==> src/wrr_pkg.sv <==
package wrr_pkg;

    // fixed field widths
    localparam int TID_W   = 6;
    localparam int WGT_W   = 8;
    localparam int BASE_W  = 10;
    localparam int SLICE_W = 18;
    localparam int SUM_W   = 14;
    localparam int QCNT_W  = 7;
    localparam int PADDR_W = 3;
    localparam int PDATA_W = 32;

    // register reset values
    localparam logic [BASE_W-1:0] BASE_SLICE_RST     = 10'd10;
    localparam logic [WGT_W-1:0]  DEFAULT_WEIGHT_RST = 8'd10;

    // register select (word address bit)
    localparam logic REG_BASE_SLICE     = 1'b0;
    localparam logic REG_DEFAULT_WEIGHT = 1'b1;

    // operation codes
    typedef enum logic [2:0] {
        FN_ADMIT    = 3'd0,
        FN_ENQ_TAIL = 3'd1,
        FN_ENQ_HEAD = 3'd2,
        FN_DEQUEUE  = 3'd3,
        FN_TICK     = 3'd4,
        FN_YIELD    = 3'd5,
        FN_PICK     = 3'd6
    } func_e_t;

    // controller to datapath
    typedef struct packed {
        logic clear_en;
        logic accept;
        logic exec;
        logic move;
        logic load_out;
    } cmd_t;

    // datapath to controller
    typedef struct packed {
        logic clear_last;
        logic move_needed;
        logic out_free;
    } sts_t;

endpackage

==> src/wrr_ram.sv <==
module wrr_ram #(
    parameter int WIDTH = 8,
    parameter int DEPTH = 64
) (
    input  logic                     clk,
    input  logic                     we,
    input  logic [$clog2(DEPTH)-1:0] waddr,
    input  logic [WIDTH-1:0]         wdata,
    input  logic [$clog2(DEPTH)-1:0] raddr,
    output logic [WIDTH-1:0]         rdata
);

    logic [WIDTH-1:0] mem_reg [DEPTH];
    logic [WIDTH-1:0] rdata_reg;

    always_ff @(posedge clk)
    begin
        if (we)
        begin
            mem_reg[waddr] <= wdata;
        end
        rdata_reg <= mem_reg[raddr];
    end

    assign rdata = rdata_reg;

endmodule

==> src/wrr_ctrl.sv <==
module wrr_ctrl (
    input  logic          clk,
    input  logic          rst_n,
    input  logic          in_valid,
    input  wrr_pkg::sts_t sts,
    output wrr_pkg::cmd_t cmd,
    output logic          in_stall
);

    typedef enum logic [2:0] {
        ST_CLEAR,
        ST_IDLE,
        ST_EXEC,
        ST_MOVE,
        ST_FIN
    } state_t;

    state_t state_reg;
    state_t state_next;
    logic   take_ok;

    always_comb
    begin
        take_ok = (state_reg == ST_IDLE) || ((state_reg == ST_FIN) && sts.out_free);
        cmd.clear_en = (state_reg == ST_CLEAR);
        cmd.accept   = take_ok && in_valid;
        cmd.exec     = (state_reg == ST_EXEC);
        cmd.move     = (state_reg == ST_MOVE);
        cmd.load_out = (state_reg == ST_FIN) && sts.out_free;
        in_stall     = !take_ok;

        state_next = state_reg;
        unique case (state_reg)
            ST_CLEAR:
            begin
                if (sts.clear_last)
                begin
                    state_next = ST_IDLE;
                end
            end
            ST_IDLE:
            begin
                if (in_valid)
                begin
                    state_next = ST_EXEC;
                end
            end
            ST_EXEC:
            begin
                state_next = sts.move_needed ? ST_MOVE : ST_FIN;
            end
            ST_MOVE:
            begin
                state_next = ST_FIN;
            end
            ST_FIN:
            begin
                if (sts.out_free)
                begin
                    state_next = in_valid ? ST_EXEC : ST_IDLE;
                end
            end
            default:
            begin
                state_next = ST_IDLE;
            end
        endcase
    end

    always_ff @(posedge clk or negedge rst_n)
    begin
        if (!rst_n)
        begin
            state_reg <= ST_CLEAR;
        end
        else
        begin
            state_reg <= state_next;
        end
    end

endmodule

==> src/wrr_datapath.sv <==
module wrr_datapath #(
    parameter int MAX_TASKS = 64
) (
    input  logic                                clk,
    input  logic                                rst_n,
    input  wrr_pkg::cmd_t                       cmd,
    output wrr_pkg::sts_t                       sts,
    // input item
    input  logic [2:0]                          func,
    input  logic [wrr_pkg::TID_W-1:0]           task_id,
    input  logic [wrr_pkg::WGT_W-1:0]           weight,
    // result item
    output logic                                out_valid,
    input  logic                                out_stall,
    output logic                                status,
    output logic                                next_valid,
    output logic [wrr_pkg::TID_W-1:0]           next_task,
    output logic                                resched,
    output logic [wrr_pkg::QCNT_W-1:0]          queued_count,
    output logic [wrr_pkg::SUM_W-1:0]           queued_weight,
    output logic [wrr_pkg::SLICE_W-1:0]         slice_left,
    // register port
    input  logic                                psel,
    input  logic                                penable,
    input  logic                                pwrite,
    input  logic [wrr_pkg::PADDR_W-1:0]         paddr,
    input  logic [wrr_pkg::PDATA_W-1:0]         pwdata,
    output logic [wrr_pkg::PDATA_W-1:0]         prdata,
    output logic                                pready
);

    localparam int TW = $clog2(MAX_TASKS);
    localparam int CW = $clog2(MAX_TASKS + 1);
    localparam int WW = wrr_pkg::WGT_W;
    localparam int SW = wrr_pkg::SLICE_W;
    localparam int BW = wrr_pkg::BASE_W;
    localparam int MW = wrr_pkg::SUM_W;

    // configuration
    logic [BW-1:0] base_reg;
    logic [WW-1:0] dflt_reg;

    // captured item
    logic [2:0]                  func_reg;
    logic [wrr_pkg::TID_W-1:0]   tid_reg;
    logic [WW-1:0]               wgt_reg;

    // queue state
    logic [TW-1:0] head_reg, head_next;
    logic [TW-1:0] tail_reg, tail_next;
    logic [CW-1:0] count_reg, count_next;
    logic [MW-1:0] sum_reg, sum_next;
    logic [TW-1:0] clr_reg, clr_next;

    // per-item result
    logic          res_status_reg, res_status_next;
    logic          res_resched_reg, res_resched_next;
    logic [SW-1:0] res_slice_reg, res_slice_next;

    // output register
    logic                        out_valid_reg;
    logic                        out_status_reg;
    logic                        out_nvalid_reg;
    logic [wrr_pkg::TID_W-1:0]   out_ntask_reg;
    logic                        out_resched_reg;
    logic [wrr_pkg::QCNT_W-1:0]  out_count_reg;
    logic [MW-1:0]               out_sum_reg;
    logic [SW-1:0]               out_slice_reg;

    // tables
    logic          nx_we, pv_we, wt_we, sl_we, iq_we;
    logic [TW-1:0] nx_waddr, pv_waddr, iq_waddr;
    logic [TW-1:0] nx_wdata, pv_wdata;
    logic [WW-1:0] wt_wdata;
    logic [SW-1:0] sl_wdata;
    logic [0:0]    iq_wdata;
    logic [TW-1:0] nx_rdata, pv_rdata;
    logic [WW-1:0] wt_rdata;
    logic [SW-1:0] sl_rdata;
    logic [0:0]    iq_rdata;
    logic [TW-1:0] rd_idx, sl_raddr;

    // execute decode
    wrr_pkg::func_e_t fn;
    logic [TW-1:0]    t_idx;
    logic             valid_task;
    logic             qd, is_head, is_tail, has_many, expire, move_cond;
    logic [WW-1:0]    nw, mult_a;
    logic [SW-1:0]    product;
    logic             cfg_wr;

    // item index into the tables; the port read is launched at accept
    assign rd_idx   = TW'(task_id);
    assign sl_raddr = (func == wrr_pkg::FN_PICK) ? head_reg : rd_idx;

    wrr_ram #(.WIDTH(TW), .DEPTH(MAX_TASKS)) u_next_ram (
        .clk(clk), .we(nx_we), .waddr(nx_waddr), .wdata(nx_wdata),
        .raddr(rd_idx), .rdata(nx_rdata)
    );
    wrr_ram #(.WIDTH(TW), .DEPTH(MAX_TASKS)) u_prev_ram (
        .clk(clk), .we(pv_we), .waddr(pv_waddr), .wdata(pv_wdata),
        .raddr(rd_idx), .rdata(pv_rdata)
    );
    wrr_ram #(.WIDTH(WW), .DEPTH(MAX_TASKS)) u_weight_ram (
        .clk(clk), .we(wt_we), .waddr(t_idx), .wdata(wt_wdata),
        .raddr(rd_idx), .rdata(wt_rdata)
    );
    wrr_ram #(.WIDTH(SW), .DEPTH(MAX_TASKS)) u_slice_ram (
        .clk(clk), .we(sl_we), .waddr(t_idx), .wdata(sl_wdata),
        .raddr(sl_raddr), .rdata(sl_rdata)
    );
    wrr_ram #(.WIDTH(1), .DEPTH(MAX_TASKS)) u_inq_ram (
        .clk(clk), .we(iq_we), .waddr(iq_waddr), .wdata(iq_wdata),
        .raddr(rd_idx), .rdata(iq_rdata)
    );

    always_comb
    begin
        fn         = wrr_pkg::func_e_t'(func_reg);
        t_idx      = TW'(tid_reg);
        valid_task = (32'(tid_reg) < 32'(MAX_TASKS));
        qd         = iq_rdata[0];
        is_head    = (t_idx == head_reg);
        is_tail    = (t_idx == tail_reg);
        has_many   = (count_reg > CW'(1));
        expire     = (sl_rdata <= SW'(1));
        nw         = (wgt_reg == '0) ? dflt_reg : wgt_reg;
        mult_a     = (fn == wrr_pkg::FN_ADMIT) ? nw : wt_rdata;
        product    = {{(SW-WW){1'b0}}, mult_a} * {{(SW-BW){1'b0}}, base_reg};
        move_cond  = valid_task && qd && has_many && !is_tail &&
                     (((fn == wrr_pkg::FN_TICK) && expire) || (fn == wrr_pkg::FN_YIELD));

        nx_we    = 1'b0;
        nx_waddr = t_idx;
        nx_wdata = head_reg;
        pv_we    = 1'b0;
        pv_waddr = t_idx;
        pv_wdata = tail_reg;
        wt_we    = 1'b0;
        wt_wdata = nw;
        sl_we    = 1'b0;
        sl_wdata = product;
        iq_we    = 1'b0;
        iq_waddr = t_idx;
        iq_wdata = 1'b0;

        head_next        = head_reg;
        tail_next        = tail_reg;
        count_next       = count_reg;
        sum_next         = sum_reg;
        clr_next         = clr_reg;
        res_status_next  = res_status_reg;
        res_resched_next = res_resched_reg;
        res_slice_next   = res_slice_reg;

        if (cmd.clear_en)
        begin
            iq_we    = 1'b1;
            iq_waddr = clr_reg;
            clr_next = clr_reg + TW'(1);
        end

        if (cmd.exec)
        begin
            res_status_next  = 1'b0;
            res_resched_next = 1'b0;
            res_slice_next   = valid_task ? sl_rdata : '0;
            if (!valid_task)
            begin
                res_status_next = 1'b1;
            end
            else
            begin
                unique case (fn)
                    wrr_pkg::FN_ADMIT:
                    begin
                        wt_we          = 1'b1;
                        sl_we          = 1'b1;
                        res_slice_next = product;
                        if (qd)
                        begin
                            sum_next = sum_reg - MW'(wt_rdata) + MW'(nw);
                        end
                    end
                    wrr_pkg::FN_ENQ_TAIL, wrr_pkg::FN_ENQ_HEAD:
                    begin
                        if (qd)
                        begin
                            res_status_next = 1'b1;
                        end
                        else
                        begin
                            iq_we      = 1'b1;
                            iq_wdata   = 1'b1;
                            count_next = count_reg + CW'(1);
                            sum_next   = sum_reg + MW'(wt_rdata);
                            if (count_reg == '0)
                            begin
                                head_next = t_idx;
                                tail_next = t_idx;
                            end
                            else if (fn == wrr_pkg::FN_ENQ_HEAD)
                            begin
                                // new head points forward at the old head
                                nx_we     = 1'b1;
                                nx_waddr  = t_idx;
                                nx_wdata  = head_reg;
                                pv_we     = 1'b1;
                                pv_waddr  = head_reg;
                                pv_wdata  = t_idx;
                                head_next = t_idx;
                            end
                            else
                            begin
                                pv_we     = 1'b1;
                                pv_waddr  = t_idx;
                                pv_wdata  = tail_reg;
                                nx_we     = 1'b1;
                                nx_waddr  = tail_reg;
                                nx_wdata  = t_idx;
                                tail_next = t_idx;
                            end
                        end
                    end
                    wrr_pkg::FN_DEQUEUE:
                    begin
                        if (!qd)
                        begin
                            res_status_next = 1'b1;
                        end
                        else
                        begin
                            iq_we      = 1'b1;
                            iq_wdata   = 1'b0;
                            count_next = count_reg - CW'(1);
                            sum_next   = sum_reg - MW'(wt_rdata);
                            if (is_head)
                            begin
                                head_next = nx_rdata;
                            end
                            else
                            begin
                                nx_we    = 1'b1;
                                nx_waddr = pv_rdata;
                                nx_wdata = nx_rdata;
                            end
                            if (is_tail)
                            begin
                                tail_next = pv_rdata;
                            end
                            else
                            begin
                                pv_we    = 1'b1;
                                pv_waddr = nx_rdata;
                                pv_wdata = pv_rdata;
                            end
                        end
                    end
                    wrr_pkg::FN_TICK, wrr_pkg::FN_YIELD:
                    begin
                        if (fn == wrr_pkg::FN_TICK)
                        begin
                            sl_we = 1'b1;
                            if (expire)
                            begin
                                sl_wdata       = product;
                                res_slice_next = product;
                                res_resched_next = qd && has_many;
                            end
                            else
                            begin
                                sl_wdata       = sl_rdata - SW'(1);
                                res_slice_next = sl_rdata - SW'(1);
                            end
                        end
                        else if (!qd)
                        begin
                            res_status_next = 1'b1;
                        end
                        // unlink now, relink at the tail in the move step
                        if (move_cond)
                        begin
                            if (is_head)
                            begin
                                head_next = nx_rdata;
                            end
                            else
                            begin
                                nx_we    = 1'b1;
                                nx_waddr = pv_rdata;
                                nx_wdata = nx_rdata;
                            end
                            pv_we    = 1'b1;
                            pv_waddr = nx_rdata;
                            pv_wdata = pv_rdata;
                        end
                    end
                    wrr_pkg::FN_PICK:
                    begin
                        res_status_next = 1'b0;
                    end
                    default:
                    begin
                        res_status_next = 1'b1;
                    end
                endcase
            end
            if (fn == wrr_pkg::FN_PICK)
            begin
                res_slice_next = (count_reg != '0) ? sl_rdata : '0;
            end
        end

        if (cmd.move)
        begin
            pv_we     = 1'b1;
            pv_waddr  = t_idx;
            pv_wdata  = tail_reg;
            nx_we     = 1'b1;
            nx_waddr  = tail_reg;
            nx_wdata  = t_idx;
            tail_next = t_idx;
        end

        sts.clear_last  = (clr_reg == TW'(MAX_TASKS - 1));
        sts.move_needed = move_cond;
        sts.out_free    = !out_valid_reg || !out_stall;
    end

    // register port
    assign cfg_wr = psel && penable && pwrite && pready;
    assign pready = 1'b1;

    always_comb
    begin
        unique case (paddr[2])
            wrr_pkg::REG_BASE_SLICE:     prdata = wrr_pkg::PDATA_W'(base_reg);
            wrr_pkg::REG_DEFAULT_WEIGHT: prdata = wrr_pkg::PDATA_W'(dflt_reg);
            default:                     prdata = '0;
        endcase
    end

    always_ff @(posedge clk or negedge rst_n)
    begin
        if (!rst_n)
        begin
            base_reg        <= wrr_pkg::BASE_SLICE_RST;
            dflt_reg        <= wrr_pkg::DEFAULT_WEIGHT_RST;
            head_reg        <= '0;
            tail_reg        <= '0;
            count_reg       <= '0;
            sum_reg         <= '0;
            clr_reg         <= '0;
            res_status_reg  <= 1'b0;
            res_resched_reg <= 1'b0;
            out_valid_reg   <= 1'b0;
        end
        else
        begin
            if (cfg_wr)
            begin
                if (paddr[2] == wrr_pkg::REG_BASE_SLICE)
                begin
                    base_reg <= pwdata[BW-1:0];
                end
                else
                begin
                    dflt_reg <= pwdata[WW-1:0];
                end
            end
            head_reg        <= head_next;
            tail_reg        <= tail_next;
            count_reg       <= count_next;
            sum_reg         <= sum_next;
            clr_reg         <= clr_next;
            res_status_reg  <= res_status_next;
            res_resched_reg <= res_resched_next;
            if (cmd.load_out)
            begin
                out_valid_reg <= 1'b1;
            end
            else if (!out_stall)
            begin
                out_valid_reg <= 1'b0;
            end
        end
    end

    // payload registers
    always_ff @(posedge clk)
    begin
        res_slice_reg <= res_slice_next;
        if (cmd.accept)
        begin
            func_reg <= func;
            tid_reg  <= task_id;
            wgt_reg  <= weight;
        end
        if (cmd.load_out)
        begin
            out_status_reg  <= res_status_reg;
            out_nvalid_reg  <= (count_reg != '0);
            out_ntask_reg   <= (count_reg != '0) ? wrr_pkg::TID_W'(head_reg) : '0;
            out_resched_reg <= res_resched_reg;
            out_count_reg   <= wrr_pkg::QCNT_W'(count_reg);
            out_sum_reg     <= sum_reg;
            out_slice_reg   <= res_slice_reg;
        end
    end

    assign out_valid     = out_valid_reg;
    assign status        = out_status_reg;
    assign next_valid    = out_nvalid_reg;
    assign next_task     = out_ntask_reg;
    assign resched       = out_resched_reg;
    assign queued_count  = out_count_reg;
    assign queued_weight = out_sum_reg;
    assign slice_left    = out_slice_reg;

endmodule

==> src/weighted_round_robin_run_queue_core.sv <==
// sequence: accept, execute, a move step when a tick or yield requeues the task, result load;
//   a new item is taken only once the previous result loads; the table read is registered,
//   so an item executes the cycle after accept; a requeue adds the move step since each link
//   table has a single write port and is written twice
// reset: asynchronous, active low; queue empty, registers at their defaults, then an
//   in-queue clearing pass of MAX_TASKS entries, input stalled (register port stays live)
module weighted_round_robin_run_queue_core #(
    parameter int MAX_TASKS = 64
) (
    input  logic                        clk,
    input  logic                        rst_n,
    // input item channel
    input  logic                        in_valid,
    output logic                        in_stall,
    input  logic [2:0]                  func,
    input  logic [wrr_pkg::TID_W-1:0]   task_id,
    input  logic [wrr_pkg::WGT_W-1:0]   weight,
    // result item channel
    output logic                        out_valid,
    input  logic                        out_stall,
    output logic                        status,
    output logic                        next_valid,
    output logic [wrr_pkg::TID_W-1:0]   next_task,
    output logic                        resched,
    output logic [wrr_pkg::QCNT_W-1:0]  queued_count,
    output logic [wrr_pkg::SUM_W-1:0]   queued_weight,
    output logic [wrr_pkg::SLICE_W-1:0] slice_left,
    // register port: base_slice at 0x0, default_weight at 0x4
    input  logic                        psel,
    input  logic                        penable,
    input  logic                        pwrite,
    input  logic [wrr_pkg::PADDR_W-1:0] paddr,
    input  logic [wrr_pkg::PDATA_W-1:0] pwdata,
    output logic [wrr_pkg::PDATA_W-1:0] prdata,
    output logic                        pready
);

    // command and status between sequencer and datapath
    wrr_pkg::cmd_t cmd;
    wrr_pkg::sts_t sts;

    // sequencer: clear pass, accept, execute, optional tail relink, result load;
    // a new item is taken in the same cycle that the previous result loads
    wrr_ctrl u_ctrl (
        .clk      (clk),
        .rst_n    (rst_n),
        .in_valid (in_valid),
        .sts      (sts),
        .cmd      (cmd),
        .in_stall (in_stall)
    );

    // datapath: link, weight, slice and in-queue tables read at accept,
    // updated in the execute step; head, tail, count and weight sum in flops;
    // one slice multiplier shared by admit and the tick reload;
    // output register lets the next item run while a result waits
    wrr_datapath #(
        .MAX_TASKS (MAX_TASKS)
    ) u_dp (
        .clk           (clk),
        .rst_n         (rst_n),
        .cmd           (cmd),
        .sts           (sts),
        .func          (func),
        .task_id       (task_id),
        .weight        (weight),
        .out_valid     (out_valid),
        .out_stall     (out_stall),
        .status        (status),
        .next_valid    (next_valid),
        .next_task     (next_task),
        .resched       (resched),
        .queued_count  (queued_count),
        .queued_weight (queued_weight),
        .slice_left    (slice_left),
        .psel          (psel),
        .penable       (penable),
        .pwrite        (pwrite),
        .paddr         (paddr),
        .pwdata        (pwdata),
        .prdata        (prdata),
        .pready        (pready)
    );

endmodule

==> config.mk <==
export PLATFORM = sky130hd
export DESIGN_NAME = weighted_round_robin_run_queue_core
export DESIGN_NICKNAME = d
export VERILOG_FILES = /design/src/wrr_pkg.sv /design/src/wrr_ram.sv /design/src/wrr_ctrl.sv /design/src/wrr_datapath.sv /design/src/weighted_round_robin_run_queue_core.sv
export SDC_FILE = /design/constraint.sdc
export NUM_CORES = 2
export LEC_CHECK = 0
export CORE_MARGIN = 1
export CORE_UTILIZATION = 50
export DETAILED_ROUTE_END_ITERATION = 12
export DONT_BUFFER_PORTS = 1
export PLACE_DENSITY = 0.74
export SYNTH_ARGS = -nofsm -noshare
export SYNTH_HDL_FRONTEND = slang
export SYNTH_HIERARCHICAL = 1
export SYNTH_SLANG_ARGS = --single-unit
==> constraint.sdc <==
create_clock -name clk -period 20.6 [get_ports clk]
set_input_delay 6.18 -clock clk [delete_from_list [all_inputs] [get_ports clk]]
set_output_delay 6.18 -clock clk [all_outputs]
set_load 0.02 [all_outputs]
Word level (Yosys, flattened, before mapping)
Memories as Yosys holds them, arrays and structs flattened. A register that Yosys moved wholly into a read port is not among the register bits.
Cells that the tools add are included.
{"block": "totals", "mem_bits_rw": 2496, "wordCells": 220, "inputBits": 59, "reg_bits": 146, "out_inout_bits": 83, "mem_count": 5}
{"name": "u_dp.u_slice_ram.mem_reg", "words": 64, "width": 18, "read_ports": 1, "rd_clocked_by_memory_dff": 1, "write_ports": 1, "line": "wrr_ram.sv:13", "rtl": "logic [WIDTH-1:0] mem_reg [DEPTH];"}
{"name": "u_dp.u_weight_ram.mem_reg", "words": 64, "width": 8, "read_ports": 1, "rd_clocked_by_memory_dff": 1, "write_ports": 1, "line": "wrr_ram.sv:13"}
{"name": "u_dp.u_next_ram.mem_reg", "words": 64, "width": 6, "read_ports": 1, "rd_clocked_by_memory_dff": 1, "write_ports": 1, "line": "wrr_ram.sv:13"}
{"name": "u_dp.u_prev_ram.mem_reg", "words": 64, "width": 6, "read_ports": 1, "rd_clocked_by_memory_dff": 1, "write_ports": 1, "line": "wrr_ram.sv:13"}
{"name": "u_dp.u_inq_ram.mem_reg", "words": 64, "width": 1, "read_ports": 1, "rd_clocked_by_memory_dff": 1, "write_ports": 1, "line": "wrr_ram.sv:13"}
{"block": "classes", "magnitude_cmp": 2, "n_reduce_logical": 35, "n_mux": 120, "add_sub_neg": 7, "multipliers": 1, "n_eq_ne": 27, "bitwise": 1}
{"cell": "$mux 6", "n": 45}
{"cell": "$mux 18", "n": 7}
{"cell": "$pmux 6 s3", "n": 5}
{"cell": "$pmux 32 s2", "n": 1}
{"cell": "$mux 14", "n": 3}
{"cell": "$pmux 14 s3", "n": 1}
{"cell": "$mux 1", "n": 40}
{"cell": "$pmux 18 s2", "n": 1}
{"cell": "$add 14x8->14", "n": 2}
{"cell": "$le 18x1->1 const B", "n": 1}
{"cell": "$mul 8x10->18", "n": 1}
{"cell": "$sub 18x1->18 const B", "n": 1}
{"cell": "$mux 8", "n": 2}
{"cell": "$eq 3x3->1 const B", "n": 5}
{"cell": "$pmux 3 s5", "n": 1}
{"cell": "$mux 7", "n": 2}
{"cell": "$pmux 7 s2", "n": 1}
{"cell": "$sub 14x8->14", "n": 1}
{"cell": "$eq 3x2->1 const B", "n": 4}
{"cell": "$eq 6x6->1", "n": 2}
{"cell": "$mux 3", "n": 4}
{"cell": "$pmux 6 s2", "n": 1}
{"cell": "$reduce_and 6->1", "n": 2}
{"cell": "$reduce_bool 3->1", "n": 3}
{"cell": "other kinds (30)", "n": 57}

Longest topological paths before layout
{"block": "logic_depth", "ltp_word": 10, "depth_mapped": 24}

By module
The synthesis kept the hierarchy.
{"mod": "wrr_ram (u_dp.u_slice_ram)", "seq_area_each_um2": 34953.5, "n_inst": 1, "area_each_um2": 44621.5, "cells_per_inst": 1957}
{"mod": "wrr_ram (u_dp.u_next_ram ...)", "seq_area_each_um2": 11651.2, "n_inst": 2, "area_each_um2": 15225.9, "cells_per_inst": 720}
{"mod": "wrr_ram (u_dp.u_weight_ram)", "seq_area_each_um2": 15534.9, "n_inst": 1, "area_each_um2": 20166.8, "cells_per_inst": 940}
{"mod": "wrr_datapath", "seq_area_each_um2": 3998.8, "n_inst": 1, "area_each_um2": 12684.7, "cells_per_inst": 1382}
{"mod": "wrr_ram (u_dp.u_inq_ram)", "seq_area_each_um2": 1941.9, "n_inst": 1, "area_each_um2": 2936.6, "cells_per_inst": 205}
{"mod": "wrr_ctrl", "seq_area_each_um2": 75.1, "n_inst": 1, "area_each_um2": 255.2, "cells_per_inst": 30}

Worst setup path after synthesis
Ideal clock, no wire load.
{"block": "synth_path", "path_kind": "input port to output port", "start": "in paddr[2] in the netlist's numbering", "end": "out prdata[0] in the netlist's numbering", "arrival_ns": 6.915, "setup_slack_ns": 7.505, "path_stages": 2, "cell_sequence": "clkbuf_1 > mux2_2"}
{"block": "synth_between", "elab_chain_len": 2}
{"item": "start: declaration", "line": "weighted_round_robin_run_queue_core.sv:32", "rtl": "input logic [wrr_pkg::PADDR_W-1:0] paddr,"}
{"item": "$not 1->1 (no line)"}
{"item": "$pmux 32 s2 *", "line": "wrr_datapath.sv:336", "rtl": "unique case (paddr[2])"}
{"item": "end: declaration", "line": "weighted_round_robin_run_queue_core.sv:34", "rtl": "output logic [wrr_pkg::PDATA_W-1:0] prdata,"}
Every way passes the cells marked *; elsewhere a longest branch is shown, timed or not. The select of a mux whose other input is x is not followed.

Final worst setup path
{"block": "layout_path", "start": "in out_stall", "end": "out in_stall"}
{"block": "layout_between", "elab_chain_len": 5}
{"item": "start: declaration", "line": "weighted_round_robin_run_queue_core.sv:20", "rtl": "input logic out_stall,"}
{"item": "$logic_not 1->1", "line": "wrr_datapath.sv:327", "rtl": "sts.out_free = !out_valid_reg || !out_stall;"}
{"item": "$logic_or 1x1->1", "line": "wrr_datapath.sv:327"}
{"item": "$logic_and 1x1->1", "line": "wrr_ctrl.sv:24", "rtl": "take_ok = (state_reg == ST_IDLE) || ((state_reg == ST_FIN) && sts.out_free);"}
{"item": "$logic_or 1x1->1", "line": "wrr_ctrl.sv:24"}
{"item": "$logic_not 1->1", "line": "wrr_ctrl.sv:30", "rtl": "in_stall = !take_ok;"}
{"item": "end: declaration", "line": "weighted_round_robin_run_queue_core.sv:14", "rtl": "output logic in_stall,"}
No other way between the ends.

==> reports/qor.txt <==
portion of the post-synthesis area used by sequential elements: 71.8%
leakage power summed over all cells: 39.3 nW
routability congestion estimate: 0.858
port bufs: 0
Cell Count, Final, Fillers Out: 9227
H-tree level count: 5
Metal-1 WL: 99200 um
pin count of the biggest net entering global routing: 353
largest buffer count on any clock path: 4
required arrival time at the worst endpoint: 14.42 ns
CP Class: input port to primary output
I/O pin cnt: 142
GRT Total Usage: 23.2%
number of clock buffers inserted by TritonCTS: 284
postcts setup bufs: 0
syn avg cell area: 18.7 um^2
overall power after layout: 18.4 mW
sum of routed wire length over all layers: 260000 um
Finished Core Util: 56.0%
setup repair after global routing missed its margin: no
nature of the critical path endpoint: primary output
Routed met3 length: 22600 um
most used standard cells in the synthesized netlist: 2579 x sky130_fd_sc_hd__edfxtp_1, 611 x sky130_fd_sc_hd__mux4_2, 462 x sky130_fd_sc_hd__nor2_1
net count reported at finish: 6240
total power density per cell area: 149 mW/mm^2
pre-CTS setup slack: 7.78 ns
most used flip-flop cell after synthesis: sky130_fd_sc_hd__edfxtp_1
Setup WS post-layout: 7.78 ns
via count normalized by instance count: 6.26
vias in the first global route: 58200
detailed-routed wire length on met2: 126000 um
final setup TNS: 0 ns
die area: 0.224 mm^2
buffer cell driving the clock tree root: sky130_fd_sc_hd__clkbuf_16
minimum clock period: 12.82 ns
top-area cell type share of the netlist area: 69.7%
initial cell density of the core: 50.5%
status: complete, but fails checks
Clock transition at path regs: 0.06 ns
1st-pass router iterations: 6
Resized Gates After CTS: 0
Final Max Slew Viols: 185
CP Data Arrival Time: 6.64 ns
highest metal layer with signal wires: met5
routed wire length per instance: 28.2 um
FF+latch count, synth: 2681
Post-DP HPWL: 149000 um
EDFF count, synth: 2579
count of final setup violators: 0
starting DRC count in detailed routing: 7138
Worst Hold Class: flop to flop
max reg flops: 1152
Achievable Freq: 78.0 MHz
Cells after DPL: 8731
clock sink count: 2681
ranking of synthesized cells by area: sky130_fd_sc_hd__edfxtp_1 70%, sky130_fd_sc_hd__mux4_2 12%, sky130_fd_sc_hd__nor2_1 1.6%
post-detailed-route DRC marker count: 0
number of warning messages in the yosys log: 6
initial antenna violation count: 7
endpoints failing hold: 0
via count of the routed design: 57700
worst-margin pin slew: 2.15 ns
share of flip-flops with an asynchronous set or reset after synthesis: 2.35%
layout-stage area growth over the synthesis result: 10.9%
max cap viols: 0
horizontal die dimension: 473 um
die span in y: 473 um
CTS tree: done
maximum fanout along the worst path: 5
number of distinct library cell variants in the gate-level netlist after synthesis: 96
final critical-path share of the clock period: 62.2%
first-pass GRT wire length: 383000 um
worst IR drop on VDD: 0.584 mV
worst relative slew slack: -43.0%
violations in the final reports: max-slew violations
Worst Skew: 0.0905 ns
ANT nets after route: 0
CTS Hold Buffers Added: 0
gate count of the mapped netlist: 5954
crit start category: input port
fraction of final layout cells sized beyond drive strength 1: 21.3%
floorplan row count: 172
clock network latency to the later pin of the worst-skew pair: 0.94 ns
core box area: 0.220 mm^2
library cell with the highest instance count after synthesis: sky130_fd_sc_hd__edfxtp_1
cell type with the highest aggregate area in the netlist: sky130_fd_sc_hd__edfxtp_1
GRT overflow: 0
synthesized cell area: 0.111 mm^2
==> critical path: stages <==
cell	delay, ns
sky130_fd_sc_hd__nand2_1	0.11
sky130_fd_sc_hd__nand3b_1	0.09
sky130_fd_sc_hd__a21o_1	0.25
==> logic make-up (layout without fill, tap and decap cells) <==
group,after synthesis,count (layout),synth area share (%)
multiplexers,878,878,15.1
XOR/XNOR,74,74,0.583
adder cells (fa/ha/maj),120,120,1.70
AND/OR/NAND/NOR,1098,1098,4.74
flip-flops,2681,2681,71.8
AO/OA/AOI/OAI,655,655,3.88
buffers and inverters,446,731,2.13
other,2,32,0.00676
==> cell usage in the layout (no fill, tap or decap), types with 112 or more instances in the layout <==
master                      instances
sky130_fd_sc_hd__mux4_2           611
sky130_fd_sc_hd__mux2i_1          152
sky130_fd_sc_hd__nor2b_1          123
sky130_fd_sc_hd__edfxtp_1        2579
sky130_fd_sc_hd__clkbuf_16        291
sky130_fd_sc_hd__buf_4            137
sky130_fd_sc_hd__nand2_1          170
sky130_fd_sc_hd__a21oi_1          131
sky130_fd_sc_hd__nor2_1           419
sky130_fd_sc_hd__o21ai_0          112
==> path summary, 6_finish.rpt <==
path | start | end | slack [ns] | depth (start not counted)
worst max-delay path | out_stall | in_stall | 7.78 | 3
worst min-delay path | u_dp/clr_reg[5] | u_dp/clr_reg[5] | 0.51 | 1
worst max register to register | u_dp/fn[1] | u_dp/u_slice_ram/mem_reg[6][15] | 12.40 | 19
worst min register to register | u_dp/clr_reg[5] | u_dp/clr_reg[5] | 0.51 | 1
max in group asynchronous | rst_n | u_dp/base_reg[1] | 15.35 | 0
min in group asynchronous | rst_n | u_dp/count_reg[1] | 4.97 | 0
==> per-layer routing <==
metal	vias to the layer above	GRT usage [%]
li1	24200	-
met3	557	3.90
met1	29900	31.4
met5	-	0
met4	2	10.0
met2	3072	37.3
==> power by group <==
group	leakage, nW	switching (mW)	internal [mW]
sequential	24.4	0.198	8.53
clock	4.26	2.00	2.84
combinational	10.6	3.72	1.07
total	39.3	5.92	12.4
==> final cells by class <==
cell class                      count  area [um^2]
Antenna cell                        9         22.5
Clock buffer                      370         7700
Clock inverter                    115         1030
Fill cell                       16000        96900
Inverter                          105          394
Multi-Input combinational cell   2848        29500
Sequential cell                  2681        79800
Tap cell                         2958         3700
Timing Repair Buffer              141         1120
==> per-stage QoR <==
step | cell area, um^2 | hold slack [ns]
2_1_floorplan | 111000 | 0.400
3_3_place_gp | 114000 | 0.482
3_5_place_dp | 114000 | 0.496
4_1_cts | 123000 | 0.506
5_1_grt | 123000 | 0.540
6_report | 123000 | 0.512
Note: power is estimated with default switching activity, not from simulation.
